--- config.mk ---
export PLATFORM = sky130hd
export DESIGN_NAME = playfair_digraph_cipher
export DESIGN_NICKNAME = d
export VERILOG_FILES = /design/src/rtl/plf_pkg.sv /design/src/rtl/plf_square.sv /design/src/rtl/plf_xform.sv /design/src/rtl/playfair_digraph_cipher.sv
export SDC_FILE = /design/constraint.sdc
export NUM_CORES = 1
export LEC_CHECK = 0
export BUFFER_PORTS_ARGS = -buffer_cell sky130_fd_sc_hd__buf_2
export CORE_AREA = 2 2 162 228
export DETAILED_ROUTE_END_ITERATION = 16
export DIE_AREA = 0 0 164 230
export PLACE_DENSITY = 0.53
export RECOVER_POWER = 25
export SETUP_SLACK_MARGIN = 0.05
export SYNTH_ARGS = -nofsm -noshare
export SYNTH_HDL_FRONTEND = slang
export SYNTH_SLANG_ARGS = --single-unit
--- constraint.sdc ---
create_clock -name clock -period 14.8 [get_ports clock]
set_input_delay 1.48 -clock clock [delete_from_list [all_inputs] [get_ports clock]]
set_output_delay 1.48 -clock clock [all_outputs]
set_load 0.02 [all_outputs]
--- src/rtl/plf_pkg.sv ---
// ----------------------------------------------------------------------------
// plf_pkg
// Types and constants shared by the Playfair digraph cipher block.
// ----------------------------------------------------------------------------
package plf_pkg;

   // key square geometry
   localparam int SIDE          = 5;
   localparam int LETTER_BITS   = 5;
   localparam int CELLS_PER_REG = 12;
   localparam int CELL_REG_BITS = CELLS_PER_REG * LETTER_BITS;
   localparam int POS_BITS      = 3;

   typedef logic [LETTER_BITS-1:0] letter_type;
   typedef logic [POS_BITS-1:0]    pos_type;
   typedef letter_type [SIDE-1:0]  row_type;
   typedef row_type [SIDE-1:0]     square_type;

   localparam pos_type LAST_POS = pos_type'(SIDE - 1);

   // letter codes, A is zero
   localparam letter_type LETTER_I = letter_type'(8);
   localparam letter_type LETTER_J = letter_type'(9);
   localparam letter_type LETTER_Q = letter_type'(16);
   localparam letter_type LETTER_X = letter_type'(23);
   localparam letter_type LETTER_Z = letter_type'(25);

   // configuration register indexes
   typedef enum logic [1:0] {
      CSR_CELLS_LOW  = 2'd0,
      CSR_CELLS_HIGH = 2'd1,
      CSR_CELL_LAST  = 2'd2
   } csr_index_type;

   // input word
   typedef struct packed {
      logic       mode;
      letter_type first_letter;
      letter_type second_letter;
      logic       pad_second;
   } req_type;

   // result word
   typedef struct packed {
      letter_type first_out;
      letter_type second_out;
      logic       not_found;
   } rsp_type;

endpackage

--- src/rtl/plf_square.sv ---
// ----------------------------------------------------------------------------
// plf_square
// Key square configuration registers, presented as a 5x5 grid of letters.
// ----------------------------------------------------------------------------
module plf_square (
   input  logic                                  clock,
   input  logic                                  reset,
   input  logic                                  csr_write,
   input  logic [1:0]                            csr_index,
   input  logic [plf_pkg::CELL_REG_BITS-1:0]     csr_wdata,
   output plf_pkg::square_type                   square_out
);

   logic [plf_pkg::CELL_REG_BITS-1:0] cells_low_ff;
   logic [plf_pkg::CELL_REG_BITS-1:0] cells_low_in;
   logic [plf_pkg::CELL_REG_BITS-1:0] cells_high_ff;
   logic [plf_pkg::CELL_REG_BITS-1:0] cells_high_in;
   plf_pkg::letter_type               cell_last_ff;
   plf_pkg::letter_type               cell_last_in;

   // register write decode, unknown indexes ignored
   always_comb begin
      cells_low_in  = cells_low_ff;
      cells_high_in = cells_high_ff;
      cell_last_in  = cell_last_ff;
      if (csr_write) begin
         case (csr_index)
            plf_pkg::CSR_CELLS_LOW:  cells_low_in  = csr_wdata;
            plf_pkg::CSR_CELLS_HIGH: cells_high_in = csr_wdata;
            plf_pkg::CSR_CELL_LAST:  cell_last_in  = csr_wdata[plf_pkg::LETTER_BITS-1:0];
            default: ;
         endcase
      end
   end

   always_ff @(posedge clock) begin
      if (reset) begin
         cells_low_ff  <= '0;
         cells_high_ff <= '0;
         cell_last_ff  <= '0;
      end else begin
         cells_low_ff  <= cells_low_in;
         cells_high_ff <= cells_high_in;
         cell_last_ff  <= cell_last_in;
      end
   end

   // cell r*5+c sits at row r, column c
   for (genvar r = 0; r < plf_pkg::SIDE; r++) begin : g_row
      for (genvar c = 0; c < plf_pkg::SIDE; c++) begin : g_col
         localparam int Idx = r * plf_pkg::SIDE + c;
         if (Idx < plf_pkg::CELLS_PER_REG) begin : g_low
            assign square_out[r][c] =
               cells_low_ff[Idx*plf_pkg::LETTER_BITS +: plf_pkg::LETTER_BITS];
         end else if (Idx < 2 * plf_pkg::CELLS_PER_REG) begin : g_high
            assign square_out[r][c] = cells_high_ff[(Idx-plf_pkg::CELLS_PER_REG)*
               plf_pkg::LETTER_BITS +: plf_pkg::LETTER_BITS];
         end else begin : g_last
            assign square_out[r][c] = cell_last_ff;
         end
      end
   end

endmodule

--- src/rtl/plf_xform.sv ---
// ----------------------------------------------------------------------------
// plf_xform
// Pair preparation, key square search and Playfair move for one letter pair.
// ----------------------------------------------------------------------------
module plf_xform (
   input  plf_pkg::square_type square_in,
   input  plf_pkg::req_type    req_in,
   output plf_pkg::rsp_type    rsp_out
);

   plf_pkg::letter_type a;
   plf_pkg::letter_type b;
   logic                found_a;
   logic                found_b;
   plf_pkg::pos_type    row_a;
   plf_pkg::pos_type    col_a;
   plf_pkg::pos_type    row_b;
   plf_pkg::pos_type    col_b;
   plf_pkg::pos_type    row_a_new;
   plf_pkg::pos_type    col_a_new;
   plf_pkg::pos_type    row_b_new;
   plf_pkg::pos_type    col_b_new;

   // one position on or back, wrapping round the square
   function automatic plf_pkg::pos_type move_pos(input plf_pkg::pos_type pos,
                                                 input logic back);
      plf_pkg::pos_type res;
      if (back) begin
         res = (pos == '0) ? plf_pkg::LAST_POS : pos - plf_pkg::pos_type'(1);
      end else begin
         res = (pos == plf_pkg::LAST_POS) ? '0 : pos + plf_pkg::pos_type'(1);
      end
      return res;
   endfunction

   // encrypt preparation: J to I, doubled letters and padding
   always_comb begin
      a = req_in.first_letter;
      b = req_in.second_letter;
      if (!req_in.mode) begin
         if (a == plf_pkg::LETTER_J) a = plf_pkg::LETTER_I;
         if (req_in.pad_second) begin
            b = plf_pkg::LETTER_Z;
         end else begin
            if (b == plf_pkg::LETTER_J) b = plf_pkg::LETTER_I;
            if (a == b) b = (a == plf_pkg::LETTER_X) ? plf_pkg::LETTER_Q
                                                     : plf_pkg::LETTER_X;
         end
      end
   end

   // search from the last cell down so the lowest matching cell wins
   always_comb begin
      found_a = 1'b0;
      found_b = 1'b0;
      row_a   = '0;
      col_a   = '0;
      row_b   = '0;
      col_b   = '0;
      for (int r = plf_pkg::SIDE - 1; r >= 0; r--) begin
         for (int c = plf_pkg::SIDE - 1; c >= 0; c--) begin
            if (square_in[r][c] == a) begin
               found_a = 1'b1;
               row_a   = plf_pkg::pos_type'(r);
               col_a   = plf_pkg::pos_type'(c);
            end
            if (square_in[r][c] == b) begin
               found_b = 1'b1;
               row_b   = plf_pkg::pos_type'(r);
               col_b   = plf_pkg::pos_type'(c);
            end
         end
      end
   end

   // same column, same row, or rectangle corner swap
   always_comb begin
      row_a_new = row_a;
      col_a_new = col_a;
      row_b_new = row_b;
      col_b_new = col_b;
      if (col_a == col_b) begin
         row_a_new = move_pos(row_a, req_in.mode);
         row_b_new = move_pos(row_b, req_in.mode);
      end else if (row_a == row_b) begin
         col_a_new = move_pos(col_a, req_in.mode);
         col_b_new = move_pos(col_b, req_in.mode);
      end else begin
         col_a_new = col_b;
         col_b_new = col_a;
      end
   end

   // result, zeroed when a letter is missing
   always_comb begin
      if (found_a && found_b) begin
         rsp_out.first_out  = square_in[row_a_new][col_a_new];
         rsp_out.second_out = square_in[row_b_new][col_b_new];
         rsp_out.not_found  = 1'b0;
      end else begin
         rsp_out.first_out  = '0;
         rsp_out.second_out = '0;
         rsp_out.not_found  = 1'b1;
      end
   end

endmodule

--- src/rtl/playfair_digraph_cipher.sv ---
// ----------------------------------------------------------------------------
// playfair_digraph_cipher
// Playfair encrypt/decrypt, one pair per cycle unless stalled, 5x5 key square.
//
//   channel | direction | handshake        | payload
//   --------+-----------+------------------+----------------------------------
//   req     | in        | req_valid/stall  | mode, letters, pad flag
//   rsp     | out       | rsp_valid/stall  | transformed letters, not_found
//   csr     | in        | csr_valid/ready  | register index, 60-bit data
//
// One pair is accepted every cycle while req_stall is low; each pair passes
// through the input register, then the search and move logic into the
// result register, and its result is taken from rsp when the output is not
// stalled.
// Reset clears the key square to all A and empties both stages.
// A stalled result holds the result register; the input register still
// takes one more pair if it is empty, after which req_stall rises.
// The configuration port is always ready.
// ----------------------------------------------------------------------------
module playfair_digraph_cipher (
   input  logic                              clock,
   input  logic                              reset,
   input  logic                              req_valid,
   output logic                              req_stall,
   input  plf_pkg::req_type                  req_data,
   output logic                              rsp_valid,
   input  logic                              rsp_stall,
   output plf_pkg::rsp_type                  rsp_data,
   input  logic                              csr_valid,
   output logic                              csr_ready,
   input  logic [1:0]                        csr_index,
   input  logic [plf_pkg::CELL_REG_BITS-1:0] csr_wdata
);

   plf_pkg::square_type square;
   logic                in_valid_ff;
   logic                in_valid_in;
   plf_pkg::req_type    in_data_ff;
   plf_pkg::req_type    in_data_in;
   logic                out_valid_ff;
   logic                out_valid_in;
   plf_pkg::rsp_type    out_data_ff;
   plf_pkg::rsp_type    out_data_in;
   plf_pkg::rsp_type    result;
   logic                out_advance;
   logic                in_advance;

   assign csr_ready = 1'b1;

   plf_square u_square (
      .clock      (clock),
      .reset      (reset),
      .csr_write  (csr_valid && csr_ready),
      .csr_index  (csr_index),
      .csr_wdata  (csr_wdata),
      .square_out (square)
   );

   plf_xform u_xform (
      .square_in (square),
      .req_in    (in_data_ff),
      .rsp_out   (result)
   );

   // stage enables
   assign out_advance = !out_valid_ff || !rsp_stall;
   assign in_advance  = !in_valid_ff || out_advance;
   assign req_stall   = !in_advance;

   // input register
   always_comb begin
      in_valid_in = in_valid_ff;
      in_data_in  = in_data_ff;
      if (in_advance) begin
         in_valid_in = req_valid;
         in_data_in  = req_data;
      end
   end

   // result register
   always_comb begin
      out_valid_in = out_valid_ff;
      out_data_in  = out_data_ff;
      if (out_advance) begin
         out_valid_in = in_valid_ff;
         out_data_in  = result;
      end
   end

   always_ff @(posedge clock) begin
      if (reset) begin
         in_valid_ff  <= 1'b0;
         out_valid_ff <= 1'b0;
      end else begin
         in_valid_ff  <= in_valid_in;
         out_valid_ff <= out_valid_in;
      end
   end

   always_ff @(posedge clock) begin
      in_data_ff  <= in_data_in;
      out_data_ff <= out_data_in;
   end

   assign rsp_valid = out_valid_ff;
   assign rsp_data  = out_data_ff;

endmodule

### Word-level counts from Yosys, hierarchy flattened

Index checks and enable logic that the tools add are counted.
Widths: inputs -> output; s select.

| operators by class | value |
|---|---|
| add/sub/neg operators | 8 |
| equality and inequality tests | 62 |
| muxes and demuxes | 185 |
| reductions and logical operators | 15 |
| $lt $le $gt $ge | 4 |

Operator list:

| kind | count |
|---|---|
| $mux 3 | 117 |
| $eq 5x5->1 | 51 |
| $bmux 25 s3 | 2 |
| $mux 5 | 11 |
| $mux 1 | 51 |
| $mux 25 | 2 |
| $bmux 5 s3 | 2 |
| $lt 3x4->1 const B | 4 |
| $add 3x1->3 const B | 4 |
| $eq 3x3->1 const B | 4 |
| $logic_not 3->1 | 4 |
| $sub 3x1->3 const B | 4 |
| $eq 5x4->1 const B | 2 |
| $eq 3x3->1 | 2 |
| $reduce_and 2->1 | 3 |
| $eq 5x5->1 const B | 1 |
| $logic_not 1->1 | 4 |
| $eq 2x1->1 const B | 1 |
| $eq 2x2->1 const B | 1 |
| $logic_not 2->1 | 1 |
| $logic_or 1x1->1 | 2 |
| $logic_and 1x1->1 | 1 |

| word-level totals | value |
|---|---|
| register bits | 150 |
| word-level logic and storage cells | 286 |
| input port bits | 79 |
| output and inout bits | 14 |

### Longest topological paths before layout

| logic depth | value |
|---|---|
| depth in word-level cells | 42 |
| mapped depth | 27 |
| gate-level depth less buffers | 21 |

### Modules after synthesis

Synthesis repeated with hierarchy kept, for this count alone.

| second synthesis, totals | value |
|---|---|
| cells, all modules | 1,561 |
| area total of the unflattened synthesis | 13,955.9 um2 |

Modules (own cells, without submodules):

| module | cells an instance | area an instance (um2) | seq. area each (um2) | times used |
|---|---|---|---|---|
| plf_xform | 1,053 | 8,017.7 | 0.0 | 1 |
| plf_square | 474 | 5,156.2 | 2,502.4 | 1 |
| playfair_digraph_cipher | 34 | 782.0 | 730.7 | 1 |

### Worst setup path before layout

OpenSTA, ideal clock, no wires.

| timing | value |
|---|---|
| path kind | reg-to-reg |
| start | register in_data_ff[2] (netlist name) |
| end | register out_data_ff (netlist bit rsp_data[5]), data pin |
| cell stages (with the launch flop) | 22 |
| slack | 9.161 ns |
| required time | 14.539 ns |
| arrival time | 5.378 ns |
| setup time | 0.261 ns |
| path buffers | 6 |
| period minus slack after synthesis | 5.639 ns |
| cell sequence | edfxtp_1 buf_2 or4b_4 a211oi_4 nor4_4 buf_6 buf_2 and3_1 o31ai_1 o22ai_1 or4b_1 and4bb_1 and2_1 buf_4 xnor2_1 or3_1 buf_2 o21ai_0 nor2b_2 buf_4 mux4_2 a221o_1 |

| on the way | value |
|---|---|
| longest elaborated chain between the ends | 42 |
| elaborated cells between the ends (all ways) | 131 |
| those cells by class | add/sub (4); eq/ne (31); mux (93); reduce/logical (3) |

Ends and longest elaborated chain:

| item | line | RTL |
|---|---|---|
| from (decl) | playfair_digraph_cipher.sv:38 | `plf_pkg::req_type in_data_ff;` |
| from (signal assigned) | playfair_digraph_cipher.sv:101 | `in_data_ff <= in_data_in;` |
| $eq 5x4->1 | plf_xform.sv:45 | `if (b == plf_pkg::LETTER_J) b = plf_pkg::LETTER_I;` |
| $mux 5 | plf_xform.sv:45 |  |
| $mux 5 | plf_xform.sv:42 | `if (req_in.pad_second) begin` |
| $mux 5 | plf_xform.sv:40 | `if (!req_in.mode) begin` |
| $eq 5x5->1 | plf_xform.sv:46 | `if (a == b) b = (a == plf_pkg::LETTER_X) ? plf_pkg::LETTER_Q` |
| $mux 5 | plf_xform.sv:46 |  |
| $mux 5 | plf_xform.sv:42 |  |
| $mux 5 (*) | plf_xform.sv:40 |  |
| [... 26 more ...] | n/a |  |
| $add 3x1->3 (tied with other cells) | plf_xform.sv:31 | `res = (pos == plf_pkg::LAST_POS) ? '0 : pos + plf_pkg::pos_type'(1);` |
| $mux 3, on equally long branches | plf_xform.sv:31, plf_xform.sv:29 |  |
| $mux 3 | plf_xform.sv:28 | `if (back) begin` |
| $mux 3 | plf_xform.sv:82 | `if (col_a == col_b) begin` |
| $bmux 25 s3 | plf_xform.sv:98 | `rsp_out.second_out = square_in[row_b_new][col_b_new];` |
| $mux 25 (not written as such) | plf_xform.sv:98 |  |
| $bmux 5 s3 | plf_xform.sv:98 |  |
| $mux 5 (not written as such) | plf_xform.sv:98 |  |
| to (signal assigned) | playfair_digraph_cipher.sv:102 | `out_data_ff <= out_data_in;` |
| to (decl) | playfair_digraph_cipher.sv:42 | `plf_pkg::rsp_type out_data_ff;` |

Every way passes the cells marked *; elsewhere a longest branch is shown, timed or not. The select of a mux whose other input is x is not followed.
A chain may end at the register's enable or synchronous reset.

### Worst setup path after layout

| timing | value |
|---|---|
| start | register in_data_ff[9] (netlist name) |
| end | register out_data_ff (netlist bit rsp_data[8]), data pin |

| on the way | value |
|---|---|
| longest elaborated chain between the ends | 40 |
| elaborated cells between the ends (all ways) | 232 |
| those cells by class | add/sub (4); eq/ne (57); mux (168); reduce/logical (3) |

Ends and longest elaborated chain:

| item | line | RTL |
|---|---|---|
| $eq 5x4->1 | plf_xform.sv:41 | `if (a == plf_pkg::LETTER_J) a = plf_pkg::LETTER_I;` |
| $mux 5 | plf_xform.sv:41 |  |
| $mux 5 | plf_xform.sv:40 |  |
| $eq 5x5->1 | plf_xform.sv:46 |  |
| $mux 3 | plf_xform.sv:46 |  |
| $mux 5 | plf_xform.sv:46 |  |
| $mux 5 | plf_xform.sv:42 |  |
| $mux 5 | plf_xform.sv:40 |  |
| $eq 5x5->1 | plf_xform.sv:67 | `if (square_in[r][c] == b) begin` |
| $mux 3 (25 in a row) | plf_xform.sv:67 |  |
| $eq 3x3->1 | plf_xform.sv:82 |  |
| $mux 3 | plf_xform.sv:82 |  |
| $bmux 25 s3 | plf_xform.sv:97 | `rsp_out.first_out = square_in[row_a_new][col_a_new];` |
| $mux 25 (not written as such) | plf_xform.sv:97 |  |
| $bmux 5 s3 | plf_xform.sv:97 |  |
| $mux 5 (not written as such) | plf_xform.sv:97 |  |

Parallel ways exist; a longest one is shown, timed or not. The select of a mux whose other input is x is not followed.

==> out/qor.txt <==
Max_cap viols: 1
GRT overflow: 0
Buf+Inv Stages, Crit Path: 2
Die height: 230 um
Clock Power Share: 28.1%
Routed WL: 62,100 um
Routed Antenna Nets: 0
Share of flip-flops with an asynchronous set or reset: 0%
Crit path time final: 8.35 ns
Clk_skew: 0.0245 ns
Die ar.: 0.0377 sq mm
Most common cell in the netlist: nand2_1
Cell Pwr Density: 114 mW/mm^2
Ys flop type: dfxtp_1
WS Path Type: flip-flop to flip-flop
Reg-to-reg endpoint: rsp_data[8]
Clk slew on worst S/H paths: 0.07 ns
Post-synth cell types: 101
Slew HR: -59.0%
WHS Path Cells: 2
Initial DRC count: 1,573
Endpoints failing hold: 0
TritonCTS Buffers: 17
Failing checks: max-capacitance violations, max-slew violations
Final HPWL DP: 48,000 um
Cts hold-fix bufs: 0
Layout Utilization: 42.7%
Worst r2r path cells: 19
Synth top area cells: dfxtp_1 18%, nand2_1 8.7%, mux2i_1 8.0%, xor2_1 6.9%, a21oi_1 5.5%
R2r setup slk: 6.45 ns
Floorplan row count: 82
Area share of the largest cell type after synthesis: 18.0%
Total vias in the final route: 14,200
Io pins: 93
Sequential fraction of the synthesis area: 22.8%
Setup tns final: 0 ns
Input/output buffers: 91
Switching Share: 40.4%
Max Clock Freq: 120 MHz
Critical path depth: 19
Post-synth top area cell: dfxtp_1
Non-filler instance count after layout: 2,270
Worst endpoint data arrival time: 8.64 ns
CTS tree: done
Yosys warns: 0
Layout net count: 1,887
Placed instance count: 2,238
Setup crit end kind: flip-flop
Internal: 1.03 mW
Status: complete, but fails checks
Slowest cell delay on critical path: 1.01 ns
First-pass GRT wire length: 91,100 um
Vias in the first global route: 13,300
Cts repair resizes: 0
Post-Syn Nets: 1,925
Slowest CP cell: nor4b_4
Core area: 0.0356 sq mm
Crit path to: rsp_data[8]
CP top delay family: compound AO/OA/AOI/OAI gates
Syn Std Cell Area: 0.0141 sq mm
WP data required: 15.09 ns
Root buffer cell: clkbuf_16
DRC viols: 0
VDD IR max: 84.1 uV
Cells after synthesis: 1,833
Commonest cells post-synth: 329 x nand2_1, 155 x a21oi_1, 127 x dfxtp_1
Sinks on Clock Net: 150
Number of synthesized flops with an enable pin: 23
Gate power share: 43.9%
Crit path launch: in_data_ff[9]
Startpoint Class: flip-flop
Clk_lat worst skew: 0.46 ns
Final Max Slew Viols: 55
Fillers: 3,672
RSZ-0062 raised after global routing: no
Largest net degree at the start of global routing: 75
Final Cycle Share: 56.4%
Max FO, Critical Path: 35
H-tree level count: 4
Min-Delay Path Class: flip-flop to flip-flop
Crit path cell chain: buf_4 -> nor4b_4 -> nor3_1 -> a22oi_2 -> a21oi_1 -> o21a_1 -> or4_1 -> a2111oi_0 -> a211oi_1 -> o211ai_1 -> nand3b_1 -> nor3_2 -> o31ai_1 -> a22o_1 -> buf_4 -> nor3_1 -> o221ai_1 -> a2bb2oi_1 -> o221ai_1
Drt pass-1 iters: 5
Sequential power share: 28.0%
Initial antenna violation count: 0
Global placer's final weighted congestion: 1.03
Initial core utilization: 39.7%
Vias/cell: 6.24
Drt wl/cell: 27.3 um
Total GRT Usage: 33.2%
R2r startpoint: in_data_ff[9]
Maximum clock path buffer count: 2
Mapped Avg Cell Area: 7.72 sq um
Static leakage: 5.89 nW
Seq cells post-synth: 150
NetSw: 0.699 mW
Die width: 164 um
Share of layout cells above drive strength 1: 12.6%
Setup Buffers After CTS: 0
Final setup fails: 0
Worst-Margin Slew: 2.39 ns
Area delta synth->final: 7.53%
==> cell type report <==
type	instances	area, sq um	area share [%]
repair buffers	123	688	4.52
diodes	1	2.50	0.0164
clock inverters	8	131	0.863
flip-flops and latches	150	3230	21.2
clock buffers	23	510	3.36
well taps	462	578	3.80
multi-input cells	1470	9950	65.4
inverters	33	124	0.814
==> routing by layer <==
metal  track usage, %  routed length, um  vias up
li1                 -                  -     6482
met2             54.5              29000      629
met3             5.14               3940      209
met5                0                  0        -
met4             20.4               4520        0
met1             40.4              24600     6851
==> per-stage QoR <==
stage	setup WS (ns)	cell area [sq um]	hold slack (ns)	power, mW
after global placement	6.72	14600	0.455	1.23
final	6.45	15200	0.474	1.73
after CTS	6.69	15200	0.484	1.72
after detailed placement	6.72	14600	0.466	1.24
after global routing	5.91	15200	0.527	1.80
after floorplan	9.16	14100	0.438	1.06
==> power by group through the flow <==
stage | logic (mW) | registers [mW] | clock network (mW)
after floorplan | 0.596 | 0.469 | 0
after global placement | 0.738 | 0.492 | 0
after detailed placement | 0.744 | 0.492 | 0
after CTS | 0.747 | 0.483 | 0.493
after global routing | 0.813 | 0.484 | 0.508
final | 0.760 | 0.485 | 0.485
==> cell families after synthesis <==
| group | share of synthesized area [%] |
|---|---|
| and+or+nand+nor | 24.2 |
| AOI/OAI and AO/OA | 20.5 |
| buffers and inverters | 6.90 |
| xor gates and xnor gates | 11.5 |
| muxes | 12.9 |
| DFF | 22.8 |
| adders and majority gates | 1.15 |
| other | 0.0265 |
==> cells in the final DEF (no fill, tap or decap), types with 8 or more instances in the layout <==
master / n
nand2_1: 329
a22o_1: 11
nor3_1: 58
o211ai_1: 10
xor2_1: 112
xnor2_1: 74
a211oi_1: 32
nand4_1: 19
o221ai_1: 8
mux4_2: 18
and2_1: 18
dfxtp_1: 127
nor4_1: 32
buf_4: 31
a211o_1: 10
and4_1: 17
buf_2: 88
and3_1: 30
inv_1: 31
nand3b_1: 8
nor2_1: 82
nand2b_1: 14
mux2_1: 10
edfxtp_1: 23
o32ai_1: 10
mux2i_1: 113
clkbuf_16: 19
a21oi_1: 155
o21ai_1: 8
o31ai_1: 16
nand3_1: 33
ha_1: 13
o21ai_0: 32
mux2_2: 12
a22oi_1: 22
nor2b_1: 13
a31oi_1: 8
or3_1: 12
==> worst register-to-register path, delay by kind of cell, from the launching register on <==
| kind | cells | cell delay [ns] |
|---|---|---|
| simple gates | 6 | 3.39 |
| buf+inv | 2 | 0.70 |
| compound gates | 11 | 3.78 |
| flops | 1 | 0.32 |
==> worst min path at each step <==
stage                startpoint        end  slack, ns
floorplan           in_valid_ff  rsp_valid       0.44
global placement    in_valid_ff  rsp_valid       0.46
detailed placement  in_valid_ff  rsp_valid       0.47
CTS                 in_valid_ff  rsp_valid       0.48
global route        in_valid_ff  rsp_valid       0.53
finish              in_valid_ff  rsp_valid       0.47
==> sequential cells by signal (all words and copies together), names as in the netlist <==
name,cells
u_square.cells_high_ff,60
u_square.cells_low_ff,60
in_data_ff,12
rsp_data,11
u_square.cell_last_ff,5
in_valid_ff,1
rsp_valid,1
Note: power is estimated with default switching activity, not from simulation.
